===== config.mk =====
export PLATFORM = sky130hd
export DESIGN_NAME = bounded_char_list_engine_core
export DESIGN_NICKNAME = d
export VERILOG_FILES = /design/src/rtl/core/bcle_pkg.sv /design/src/rtl/core/bounded_char_list_engine_core.sv
export SDC_FILE = /design/constraint.sdc
export NUM_CORES = 1
export LEC_CHECK = 0
export ABC_AREA = 1
export BUFFER_PORTS_ARGS = -buffer_cell sky130_fd_sc_hd__buf_2
export CORE_ASPECT_RATIO = 0.8
export CORE_MARGIN = 5
export CORE_UTILIZATION = 30
export DETAILED_ROUTE_END_ITERATION = 10
export MAX_ROUTING_LAYER = met4
export SLEW_MARGIN = 20
export SYNTH_ARGS = -nofsm -noshare
export SYNTH_HDL_FRONTEND = slang
export SYNTH_SLANG_ARGS = --single-unit

===== constraint.sdc =====
create_clock -name clk -period 5.33 [get_ports clk]
set_input_delay 0 -clock clk [delete_from_list [all_inputs] [get_ports clk]]
set_output_delay 0 -clock clk [all_outputs]
set_load 0.005 [all_outputs]

===== src/rtl/core/bcle_pkg.sv =====
// bcle_pkg: shared types and codes for the bounded byte list engine
// holds sequencer states, request function codes and status codes
// no dependencies
`default_nettype none

package bcle_pkg;

    typedef enum logic [3:0] {
        FN_PUSH_BACK  = 4'd0,
        FN_PUSH_FRONT = 4'd1,
        FN_INSERT_AT  = 4'd2,
        FN_INSERT_ORD = 4'd3,
        FN_POP_FRONT  = 4'd4,
        FN_POP_BACK   = 4'd5,
        FN_REMOVE     = 4'd6,
        FN_REPLACE    = 4'd7,
        FN_READ       = 4'd8,
        FN_CLEAR      = 4'd9
    } func_t;

    typedef enum logic [1:0] {
        ST_OK    = 2'd0,
        ST_EMPTY = 2'd1,
        ST_RANGE = 2'd2,
        ST_FULL  = 2'd3
    } status_t;

    typedef enum logic [3:0] {
        S_IDLE,
        S_DECIDE,
        S_SEARCH,
        S_SHIFT_UP,
        S_SHIFT_DN,
        S_WRITE,
        S_READ,
        S_READ_CAP,
        S_SUM0,
        S_SUM1,
        S_SUM2
    } state_t;

endpackage

`default_nettype wire


===== src/rtl/core/bounded_char_list_engine_core.sv =====
// bounded_char_list_engine_core: ordered byte list with insert, remove, replace, lookup and clear requests
// one shared single-port-write / single-port-read entry memory under a small sequencer
// depends on bcle_pkg
//
//   channel   handshake       payload
//   request   start / busy    func, ch, position
//   result    done (strobe)   status, read_byte, count, first_byte, last_byte
//
// every request passes S_DECIDE and ends with S_SUM0, S_SUM1 and S_SUM2, after which done is
// registered high; an accepted append or replace adds S_WRITE, a read adds S_READ and S_READ_CAP,
// an insert that moves entries adds S_SHIFT_UP, which moves them up one by one, and S_WRITE,
// a removal adds S_SHIFT_DN, which moves the later entries down one by one; an ordered insert
// first runs S_SEARCH, which compares the entries in order until it finds the place
// reset clears the count and the sequencer; entry contents are not cleared
// busy is high from accept until done; done lasts one cycle and cannot be stalled
`default_nettype none

module bounded_char_list_engine_core #(
    parameter int DEPTH = 64
) (
    input  wire logic       clk,
    input  wire logic       rst_n,
    input  wire logic       start,
    output logic            busy,
    input  wire logic [3:0] func,
    input  wire logic [7:0] ch,
    input  wire logic [5:0] position,
    output logic            done,
    output logic [1:0]      status,
    output logic [7:0]      read_byte,
    output logic [6:0]      count,
    output logic [7:0]      first_byte,
    output logic [7:0]      last_byte
);

    import bcle_pkg::*;

    localparam int AW = (DEPTH > 2) ? $clog2(DEPTH) : 1;
    localparam int CW = $clog2(DEPTH + 1);
    localparam int WW = (CW > 6) ? CW : 6;

    state_t          state_reg, state_next;
    logic [CW-1:0]   count_reg, count_next;
    logic [CW-1:0]   rem_reg, rem_next;
    logic [CW-1:0]   idx_reg, idx_next;
    logic            cv_reg, cv_next;
    logic            wpend_reg, wpend_next;
    logic            done_reg, done_next;

    logic [3:0]      func_reg, func_next;
    logic [7:0]      ch_reg, ch_next;
    logic [5:0]      pos_reg, pos_next;
    logic [AW-1:0]   ptr_reg, ptr_next;
    logic [AW-1:0]   waddr_reg, waddr_next;
    logic [AW-1:0]   tgt_reg, tgt_next;
    logic [1:0]      st_reg, st_next;
    logic [7:0]      rdb_reg, rdb_next;
    logic [7:0]      first_reg, first_next;

    logic [1:0]      res_status_reg, res_status_next;
    logic [7:0]      res_read_reg, res_read_next;
    logic [6:0]      res_count_reg, res_count_next;
    logic [7:0]      res_first_reg, res_first_next;
    logic [7:0]      res_last_reg, res_last_next;

    logic [7:0]      entries_reg [DEPTH];
    logic [7:0]      rdata_reg;
    logic            rd_en;
    logic [AW-1:0]   rd_addr;
    logic            we;
    logic [AW-1:0]   wr_addr;
    logic [7:0]      wr_data;

    // next state and datapath
    always_comb
    begin
        logic          do_place;
        logic [CW-1:0] t_place;
        logic          do_take;
        logic [CW-1:0] t_take;
        logic [WW-1:0] pos_w;
        logic [WW-1:0] cnt_w;
        logic          full;

        do_place = 1'b0;
        t_place  = '0;
        do_take  = 1'b0;
        t_take   = '0;
        pos_w    = WW'(pos_reg);
        cnt_w    = WW'(count_reg);
        full     = (count_reg == CW'(DEPTH));

        state_next      = state_reg;
        count_next      = count_reg;
        rem_next        = rem_reg;
        idx_next        = idx_reg;
        cv_next         = cv_reg;
        wpend_next      = wpend_reg;
        done_next       = 1'b0;
        func_next       = func_reg;
        ch_next         = ch_reg;
        pos_next        = pos_reg;
        ptr_next        = ptr_reg;
        waddr_next      = waddr_reg;
        tgt_next        = tgt_reg;
        st_next         = st_reg;
        rdb_next        = rdb_reg;
        first_next      = first_reg;
        res_status_next = res_status_reg;
        res_read_next   = res_read_reg;
        res_count_next  = res_count_reg;
        res_first_next  = res_first_reg;
        res_last_next   = res_last_reg;

        case (state_reg)
            S_IDLE:
            begin
                if (start)
                begin
                    func_next  = func;
                    ch_next    = ch;
                    pos_next   = position;
                    rdb_next   = 8'd0;
                    state_next = S_DECIDE;
                end
            end
            S_DECIDE:
            begin
                st_next    = ST_OK;
                wpend_next = 1'b0;
                state_next = S_SUM0;
                case (func_reg)
                    FN_PUSH_BACK:
                    begin
                        do_place = 1'b1;
                        t_place  = count_reg;
                    end
                    FN_PUSH_FRONT:
                    begin
                        do_place = 1'b1;
                        t_place  = '0;
                    end
                    FN_INSERT_AT:
                    begin
                        if (pos_w > cnt_w)
                        begin
                            st_next = ST_RANGE;
                        end
                        else
                        begin
                            do_place = 1'b1;
                            t_place  = CW'(pos_w);
                        end
                    end
                    FN_INSERT_ORD:
                    begin
                        if (full)
                        begin
                            st_next = ST_FULL;
                        end
                        else
                        begin
                            idx_next   = '0;
                            cv_next    = 1'b0;
                            state_next = S_SEARCH;
                        end
                    end
                    FN_POP_FRONT:
                    begin
                        do_take = 1'b1;
                        t_take  = '0;
                    end
                    FN_POP_BACK:
                    begin
                        do_take = 1'b1;
                        t_take  = count_reg - CW'(1);
                    end
                    FN_REMOVE:
                    begin
                        if (count_reg == '0)
                        begin
                            st_next = ST_EMPTY;
                        end
                        else if (pos_w >= cnt_w)
                        begin
                            st_next = ST_RANGE;
                        end
                        else
                        begin
                            do_take = 1'b1;
                            t_take  = CW'(pos_w);
                        end
                    end
                    FN_REPLACE, FN_READ:
                    begin
                        if (count_reg == '0)
                        begin
                            st_next = ST_EMPTY;
                        end
                        else if (pos_w >= cnt_w)
                        begin
                            st_next = ST_RANGE;
                        end
                        else
                        begin
                            tgt_next   = AW'(pos_w);
                            state_next = (func_reg == FN_READ) ? S_READ : S_WRITE;
                        end
                    end
                    FN_CLEAR:
                    begin
                        count_next = '0;
                    end
                    default:
                    begin
                        st_next = ST_OK;
                    end
                endcase
            end
            S_SEARCH:
            begin
                if (cv_reg && (rdata_reg >= ch_reg))
                begin
                    do_place = 1'b1;
                    t_place  = idx_reg - CW'(1);
                end
                else if (idx_reg == count_reg)
                begin
                    do_place = 1'b1;
                    t_place  = count_reg;
                end
                else
                begin
                    idx_next = idx_reg + CW'(1);
                    cv_next  = 1'b1;
                end
            end
            S_SHIFT_UP:
            begin
                if (rem_reg != '0)
                begin
                    ptr_next   = ptr_reg - AW'(1);
                    waddr_next = ptr_reg + AW'(1);
                    rem_next   = rem_reg - CW'(1);
                    wpend_next = 1'b1;
                end
                else
                begin
                    wpend_next = 1'b0;
                    state_next = S_WRITE;
                end
            end
            S_SHIFT_DN:
            begin
                if (rem_reg != '0)
                begin
                    ptr_next   = ptr_reg + AW'(1);
                    waddr_next = ptr_reg - AW'(1);
                    rem_next   = rem_reg - CW'(1);
                    wpend_next = 1'b1;
                end
                else
                begin
                    wpend_next = 1'b0;
                    state_next = S_SUM0;
                end
            end
            S_WRITE:
            begin
                state_next = S_SUM0;
            end
            S_READ:
            begin
                state_next = S_READ_CAP;
            end
            S_READ_CAP:
            begin
                rdb_next   = rdata_reg;
                state_next = S_SUM0;
            end
            S_SUM0:
            begin
                state_next = S_SUM1;
            end
            S_SUM1:
            begin
                first_next = rdata_reg;
                state_next = S_SUM2;
            end
            S_SUM2:
            begin
                res_status_next = st_reg;
                res_read_next   = rdb_reg;
                res_count_next  = 7'(count_reg);
                res_first_next  = (count_reg != '0) ? first_reg : 8'd0;
                res_last_next   = (count_reg != '0) ? rdata_reg : 8'd0;
                done_next       = 1'b1;
                state_next      = S_IDLE;
            end
            default:
            begin
                state_next = S_IDLE;
            end
        endcase

        // insert at a checked position not above the count, or reject with ST_FULL when full
        if (do_place)
        begin
            if (full)
            begin
                st_next    = ST_FULL;
                state_next = S_SUM0;
            end
            else
            begin
                count_next = count_reg + CW'(1);
                tgt_next   = AW'(t_place);
                if (t_place < count_reg)
                begin
                    rem_next   = count_reg - t_place;
                    ptr_next   = AW'(count_reg - CW'(1));
                    wpend_next = 1'b0;
                    state_next = S_SHIFT_UP;
                end
                else
                begin
                    state_next = S_WRITE;
                end
            end
        end

        // removal at a position checked against the count, or reject with ST_EMPTY when empty
        if (do_take)
        begin
            if (count_reg == '0)
            begin
                st_next    = ST_EMPTY;
                state_next = S_SUM0;
            end
            else
            begin
                count_next = count_reg - CW'(1);
                rem_next   = count_reg - CW'(1) - t_take;
                ptr_next   = AW'(t_take + CW'(1));
                wpend_next = 1'b0;
                state_next = S_SHIFT_DN;
            end
        end
    end

    // memory port control
    always_comb
    begin
        rd_en   = 1'b0;
        rd_addr = '0;
        we      = 1'b0;
        wr_addr = waddr_reg;
        wr_data = rdata_reg;
        case (state_reg)
            S_SEARCH:
            begin
                rd_en   = 1'b1;
                rd_addr = AW'(idx_reg);
            end
            S_SHIFT_UP, S_SHIFT_DN:
            begin
                we      = wpend_reg;
                rd_en   = (rem_reg != '0);
                rd_addr = ptr_reg;
            end
            S_WRITE:
            begin
                we      = 1'b1;
                wr_addr = tgt_reg;
                wr_data = ch_reg;
            end
            S_READ:
            begin
                rd_en   = 1'b1;
                rd_addr = tgt_reg;
            end
            S_SUM0:
            begin
                rd_en   = 1'b1;
                rd_addr = '0;
            end
            S_SUM1:
            begin
                rd_en   = 1'b1;
                rd_addr = AW'(count_reg - CW'(1));
            end
            default:
            begin
                rd_en = 1'b0;
            end
        endcase
    end

    always_ff @(posedge clk)
    begin
        if (we)
        begin
            entries_reg[wr_addr] <= wr_data;
        end
        if (rd_en)
        begin
            rdata_reg <= entries_reg[rd_addr];
        end
    end

    always_ff @(posedge clk or negedge rst_n)
    begin
        if (!rst_n)
        begin
            state_reg <= S_IDLE;
            count_reg <= '0;
            rem_reg   <= '0;
            idx_reg   <= '0;
            cv_reg    <= 1'b0;
            wpend_reg <= 1'b0;
            done_reg  <= 1'b0;
        end
        else
        begin
            state_reg <= state_next;
            count_reg <= count_next;
            rem_reg   <= rem_next;
            idx_reg   <= idx_next;
            cv_reg    <= cv_next;
            wpend_reg <= wpend_next;
            done_reg  <= done_next;
        end
    end

    always_ff @(posedge clk)
    begin
        func_reg       <= func_next;
        ch_reg         <= ch_next;
        pos_reg        <= pos_next;
        ptr_reg        <= ptr_next;
        waddr_reg      <= waddr_next;
        tgt_reg        <= tgt_next;
        st_reg         <= st_next;
        rdb_reg        <= rdb_next;
        first_reg      <= first_next;
        res_status_reg <= res_status_next;
        res_read_reg   <= res_read_next;
        res_count_reg  <= res_count_next;
        res_first_reg  <= res_first_next;
        res_last_reg   <= res_last_next;
    end

    assign busy       = (state_reg != S_IDLE);
    assign done       = done_reg;
    assign status     = res_status_reg;
    assign read_byte  = res_read_reg;
    assign count      = res_count_reg;
    assign first_byte = res_first_reg;
    assign last_byte  = res_last_reg;

endmodule

`default_nettype wire

After elaboration in Yosys (flattened, before gate mapping) --
Memory sizes are Yosys's and may differ from the RTL's. A register that Yosys moved wholly into a read port is not among the register bits. Cells that the tools add are included.
Word-level totals: register bits after elaboration 115, bits in writable memories 512, bits of input ports 21, output and inout bits 35, word-level logic and storage cells 189, memories kept 1
Memory list:
- entries_reg | depth 64, bits a word 8, rd ports 1, clocked after memory_dff 1, wr ports 1, RTL line bounded_char_list_engine_core.sv:66 | logic [7:0] entries_reg [DEPTH];
Cells by class: $add $sub $neg 10, $lt $le $gt $ge 4, equality and inequality tests 32, muxes and demuxes 99, reduce and logical (&&, ||, !) cells 22
Operators with widths (number):
- 2-to-1 mux 7 bit | 20
- 2-to-1 mux 6 bit | 19
- case mux 7 bit (2 select lines) | 4
- 2-to-1 mux 4 bit | 10
- case mux 4 bit (9 select lines) | 1
- equality test 4 x 3 -> 1 bit, second input constant | 8
- case mux 6 bit (2 select lines) | 2
- case mux 6 bit (4 select lines) | 1
- subtractor 7 x 1 -> 7 bit, second input constant | 3
- equality test 4 bit, second input constant | 5
- 2-to-1 mux 2 bit | 10
- 2-to-1 mux 1 bit | 19
- equality test 4 x 2 -> 1 bit, second input constant | 4
- 2-to-1 mux 8 bit | 2
- case mux 8 bit (2 select lines) | 1
- adder 7 x 1 -> 7 bit, second input constant | 2
- case mux 1 bit (2 select lines) | 7
- nonzero test 7 bit | 2
- subtractor 7 bit | 2
- adder 6 x 1 -> 6 bit, second input constant | 2
- != test 2 bit, second input constant | 6
- != test 4 bit, second input constant | 3
- OR reduction 2 bit | 5
- equality test 4 x 1 -> 1 bit, second input constant | 2
- other kinds (23) | 27

Logic depth before layout (Yosys ltp) --
word-level depth 10, gate-level depth with buffers 29, gate-level depth less buffers 29

Least setup slack after synthesis --
OpenSTA, ideal clock, no wires.
kind register to register, start point register state_reg[1], end point memory entries_reg[0][1], data pin, setup time 0.702 ns, arrival time 3.594 ns, data required time 4.628 ns, path slack 1.034 ns, stages on the path, launching flop included 6, path buffers 2, clock period less this slack 4.296 ns, cell sequence dfrtp_1 -> nor2_2 -> nand2_1 -> clkbuf_1 -> clkbuf_1 -> o21ai_0
On the way: cells in the longest elaborated chain, start to end 2
Ends and longest elaborated chain:
- from (decl) | RTL line bounded_char_list_engine_core.sv:42 | state_t state_reg, state_next;
- from (signal assigned) | RTL line bounded_char_list_engine_core.sv:425 | state_reg <= state_next;
- equality test 4 x 3 -> 1 bit | RTL line bounded_char_list_engine_core.sv:359 | case (state_reg)
- 2-to-1 mux 8 bit | RTL line bounded_char_list_engine_core.sv:359
- net wr_data[1] | RTL line bounded_char_list_engine_core.sv:72 | logic [7:0] wr_data;
- to (decl) | RTL line bounded_char_list_engine_core.sv:66
The timed path passes the listed nets, and every way through them passes these cells.

Worst setup path after layout --
start point register count_reg[4], end point register rem_reg[1]
On the way: cells in the longest elaborated chain, start to end 10, elaborated cells between the ends (all ways) 31, those cells by class add/sub: 2; order compare: 3; eq/ne: 2; mux: 23; reduce/logical: 1
Ends and longest elaborated chain:
- from (decl) | RTL line bounded_char_list_engine_core.sv:43 | logic [CW-1:0] count_reg, count_next;
- from (signal assigned) | RTL line bounded_char_list_engine_core.sv:426 | count_reg <= count_next;
- > comparator 6 x 7 -> 1 bit or equality test 7 bit (tied branches) | RTL line bounded_char_list_engine_core.sv:145, bounded_char_list_engine_core.sv:227
- 2-to-1 mux 6 bit or 2-to-1 mux 7 bit (tied branches) | RTL line bounded_char_list_engine_core.sv:145, bounded_char_list_engine_core.sv:227
- case mux 7 bit (2 select lines) or 2-to-1 mux 7 bit (tied branches) | RTL line bounded_char_list_engine_core.sv:132, bounded_char_list_engine_core.sv:222
- case mux 7 bit (2 select lines) | RTL line bounded_char_list_engine_core.sv:115 | case (state_reg)
- subtractor 7 bit or less-than comparator 7 bit (tied branches) | RTL line bounded_char_list_engine_core.sv:320, bounded_char_list_engine_core.sv:318
- 2-to-1 mux 7 bit | RTL line bounded_char_list_engine_core.sv:318 | if (t_place < count_reg)
- 2-to-1 mux 7 bit | RTL line bounded_char_list_engine_core.sv:309 | if (full)
- 2-to-1 mux 7 bit | RTL line bounded_char_list_engine_core.sv:307 | if (do_place)
- 2-to-1 mux 7 bit | RTL line bounded_char_list_engine_core.sv:335 | if (count_reg == '0)
- 2-to-1 mux 7 bit (*) | RTL line bounded_char_list_engine_core.sv:333 | if (do_take)
- net rem_next[1] | RTL line bounded_char_list_engine_core.sv:44 | logic [CW-1:0] rem_reg, rem_next;
- to (signal assigned) | RTL line bounded_char_list_engine_core.sv:427 | rem_reg <= rem_next;
- to (decl) | RTL line bounded_char_list_engine_core.sv:44
Mark *: on every way through the listed nets, which the timed path passes. The rest lies on a longest branch. A chain may end at the register's enable or synchronous reset.

==> impl_metrics.env <==
export IMPL_status="complete, no violations"
export IMPL_final_layout_size_suffix_gt1_share_pct=8.28
export IMPL_clkPwrFrac_pct=26.4
export IMPL_yosys_warnings=0
export IMPL_synth_area_leaders="edfxtp_1, nand3_1, nand2_1"
export IMPL_synthesis_area_mm2=0.0302
export IMPL_clk_path_buf_depth=3
export IMPL_vias=21500
export IMPL_setup_slack_ns=1.06
export IMPL_cts_root_buf="clkbuf_16"
export IMPL_synthFlopType="edfxtp_1"
export IMPL_cap_viol_max_count=0
export IMPL_drcViolationCount=0
export IMPL_r2r_start="count_reg[4]$_DFF_PN0_"
export IMPL_crit_chain="inv_1 > ha_1 > nand2_1 > nand2_1 > a21boi_1 > nand2_1 > nand2_1 > nand2_1 > o22ai_1 > inv_1 > o21ai_0 > inv_1 > ha_1 > nand2_1 > nor2_1 > nand2_1 > nand3_1 > nand2_1 > inv_1 > nand3_2 > inv_1 > nand2_1 > nand3_1 > nand2_1"
export IMPL_pwr_share_comb_pct=37.1
export IMPL_min_period_ns=4.27
export IMPL_dieHeight_um=294
export IMPL_cts_tree="built"
export IMPL_r2r_end="rem_reg[1]$_DFF_PN0_"
export IMPL_cpPeakStageDelay_ns=0.56
export IMPL_initial_core_util_pct=30.1
export IMPL_met3_usage_pct=2.14
export IMPL_rows=104
export IMPL_grt_most_used_layer="met2"
export IMPL_drv_slew=0
export IMPL_cts_sinks=635
export IMPL_switching_share_pct=39.3
export IMPL_finalCritPeriodShare_pct=80.0
export IMPL_critPathKind="reg -> reg"
export IMPL_start_kind="flip-flop"
export IMPL_drt_pass1_iterations=6
export IMPL_h_tree_depth=3
export IMPL_drt_total_wl_um=83600
export IMPL_crit_fanout=15
export IMPL_intPower_mw=11.3
export IMPL_worst_hold_slack_ns=0.0995
export IMPL_ys_seq_area_share_pct=62.2
export IMPL_cp_slowest_cell="dfrtp_1"
export IMPL_synth_fp_nets=3044
export IMPL_dieArea_mm2=0.107
export IMPL_fin_skew_ns=0.0330
export IMPL_critPathBufInv=5
export IMPL_gp_congestion=0.920
export IMPL_hold_viol=0
export IMPL_layout_common_cells="nand3_1, edfxtp_1, nand2_1"
export IMPL_synth_edf_count=593
export IMPL_synthDistinctLibCells=47
export IMPL_synth_top_area_share_pct=58.9
export IMPL_min_from="func[0]"
export IMPL_grt_use_total_pct=15.8
export IMPL_reg2reg_depth=24
export IMPL_place_ws_ns=1.17
export IMPL_crit_required_ns=5.81
export IMPL_fill_cells=10000
export IMPL_cp_top_family="simple AND/OR/NAND/NOR gates"
export IMPL_p_leak_nw=13.5
export IMPL_max_vdd_ir_drop_mv=0.357
export IMPL_portBuffers=55
export IMPL_fin_setup_tns_ns=0
export IMPL_grt_pass1_vias=20400
export IMPL_dp_hpwl_um=51400
export IMPL_cts_buffers=70
export IMPL_rsz0062_at_grt="no"
export IMPL_ys_ff_latch=635
export IMPL_area_growth_pct=14.2
export IMPL_async_flop_share_pct=4.41
export IMPL_p_per_area_mw_per_mm2=539
export IMPL_globalRouteMet1Util_pct=22.3
export IMPL_setup_violations_final=0
export IMPL_synth_cells=2986
export IMPL_cts_reportedPaths_clkPinSlew_ns=0.06
export IMPL_cpMostUsedCell="nand2_1"
export IMPL_holdPathStages=2
export IMPL_multi_input_comb_area_mm2=0.00910
export IMPL_grt_util_met2_pct=23.8
export IMPL_largest_reg_flops=512
export IMPL_core_area_mm2=0.100
export IMPL_fin_util_pct=34.4
export IMPL_p_sw_mw=7.31
export IMPL_drt_iter0_drc=2363
export IMPL_hold_path_class="in -> reg"
export IMPL_worst_hold_path_endpoint="func_reg[0]$_DFFE_PP_"
export IMPL_syn_avg_cell_area_um2=10.1
export IMPL_grt_remaining_overflow=0
export IMPL_wl_per_cell_um=19.0
export IMPL_worst_pin_slew_ns=1.03
export IMPL_ios=56
export IMPL_synth_area_leader_cell="edfxtp_1"
export IMPL_drtAntennaViolNets=0
export IMPL_slew_headroom_pct=31.2
export IMPL_layout_commonest_cell="nand3_1"
export IMPL_clk_latency_ns=0.62
export IMPL_nets=3084
export IMPL_r2r_slack_ns=1.06
export IMPL_antenna_cells=0
export IMPL_grt_max_degree=164
export IMPL_max_freq_mhz=234
export IMPL_post_cts_buffers=0
export IMPL_seq_area_mm2=0.0188
export IMPL_power_frac_seq_pct=36.5
export IMPL_dieWidth_um=365
export IMPL_arrival_ns=4.75
export IMPL_grt_first_pass_wirelength_um=127000
export IMPL_via_per_inst=4.88
export IMPL_antenna_found_initial=0
export IMPL_critPathCaptureType="flip-flop"
how the worst max path moves through the flow:
stage | startpoint | end | slack (ns) | cells after the start
global placement | count_reg[4]$_DFF_PN0_ | ptr_reg[3]$_DFF_P_ | 1.23 | 24
detailed placement | count_reg[4]$_DFF_PN0_ | rem_reg[3]$_DFF_PN0_ | 1.17 | 24
global route | count_reg[4]$_DFF_PN0_ | rem_reg[1]$_DFF_PN0_ | 0.56 | 24
floorplan | state_reg[1]$_DFFE_PN0P_ | entries_reg[0][1]$_DFFE_PP_ | 1.03 | 5
CTS | count_reg[4]$_DFF_PN0_ | rem_reg[1]$_DFF_PN0_ | 1.13 | 24
finish | count_reg[4]$_DFF_PN0_ | rem_reg[1]$_DFF_PN0_ | 1.06 | 24
logic make-up (layout without fill, tap and decap cells):
family,after synthesis,after routing,share of synthesized area (%)
AOI/OAI and AO/OA,148,148,2.76
xor gates and xnor gates,40,40,1.16
adders and majority gates,37,37,1.58
buffers and inverters,621,716,8.18
DFF,635,635,62.2
muxes,3,3,0.0994
and+or+nand+nor,1502,1502,24.0
routing by layer:
layer / up-vias / wire length, µm
met2: 696 / 37500
met3: 132 / 5560
met4: 0 / 2090
li1: 10200 / -
met5: - / 0
met1: 10500 / 38500
metrics by stage:
step,instance area (µm²),power [mW],instances
after floorplan,30200,11.3,2986
after global placement,31900,13.7,4257
after detailed placement,31900,13.7,4257
after CTS,34500,18.6,4406
after global routing,34500,19.5,4406
final,34500,18.6,4406
power groups by stage:
stage	clock [mW]	combinational, mW	sequential, mW
2_1_floorplan	0	4.41	6.86
3_3_place_gp	0	6.80	6.88
3_5_place_dp	0	6.82	6.88
4_1_cts	4.98	6.85	6.78
5_1_grt	5.18	7.54	6.81
6_report	4.91	6.89	6.78
layout make-up:
cell class / count / share of cell area [%]
Timing Repair Buffer: 116 / 2.47
Clock inverter: 38 / 1.19
Sequential cell: 635 / 54.5
Tap cell: 1325 / 4.81
Multi-Input combinational cell: 1730 / 26.4
Clock buffer: 89 / 5.53
Inverter: 473 / 5.15
synthesized netlist by cell type, types with 12 or more instances:
cell type,count
nor3_1,15
nand3b_1,177
dfrtp_1,28
inv_2,16
nand3_1,602
o21ai_0,56
nand4_1,21
ha_1,35
edfxtp_1,593
o211ai_1,12
dfxtp_1,14
buf_2,79
or2_2,13
a21oi_1,43
o22ai_1,15
clkbuf_1,51
nand2_1,498
inv_1,456
nor2_1,150
xor2_1,28
xnor2_1,12
what timing repair did:
item	in CTS	in global routing
gates resized for setup	0	0
hold buffers	22	0
hold endpoints to repair	48	0
endpoints found under the setup margin	0	0
Power figures use the tool's default switching activity.
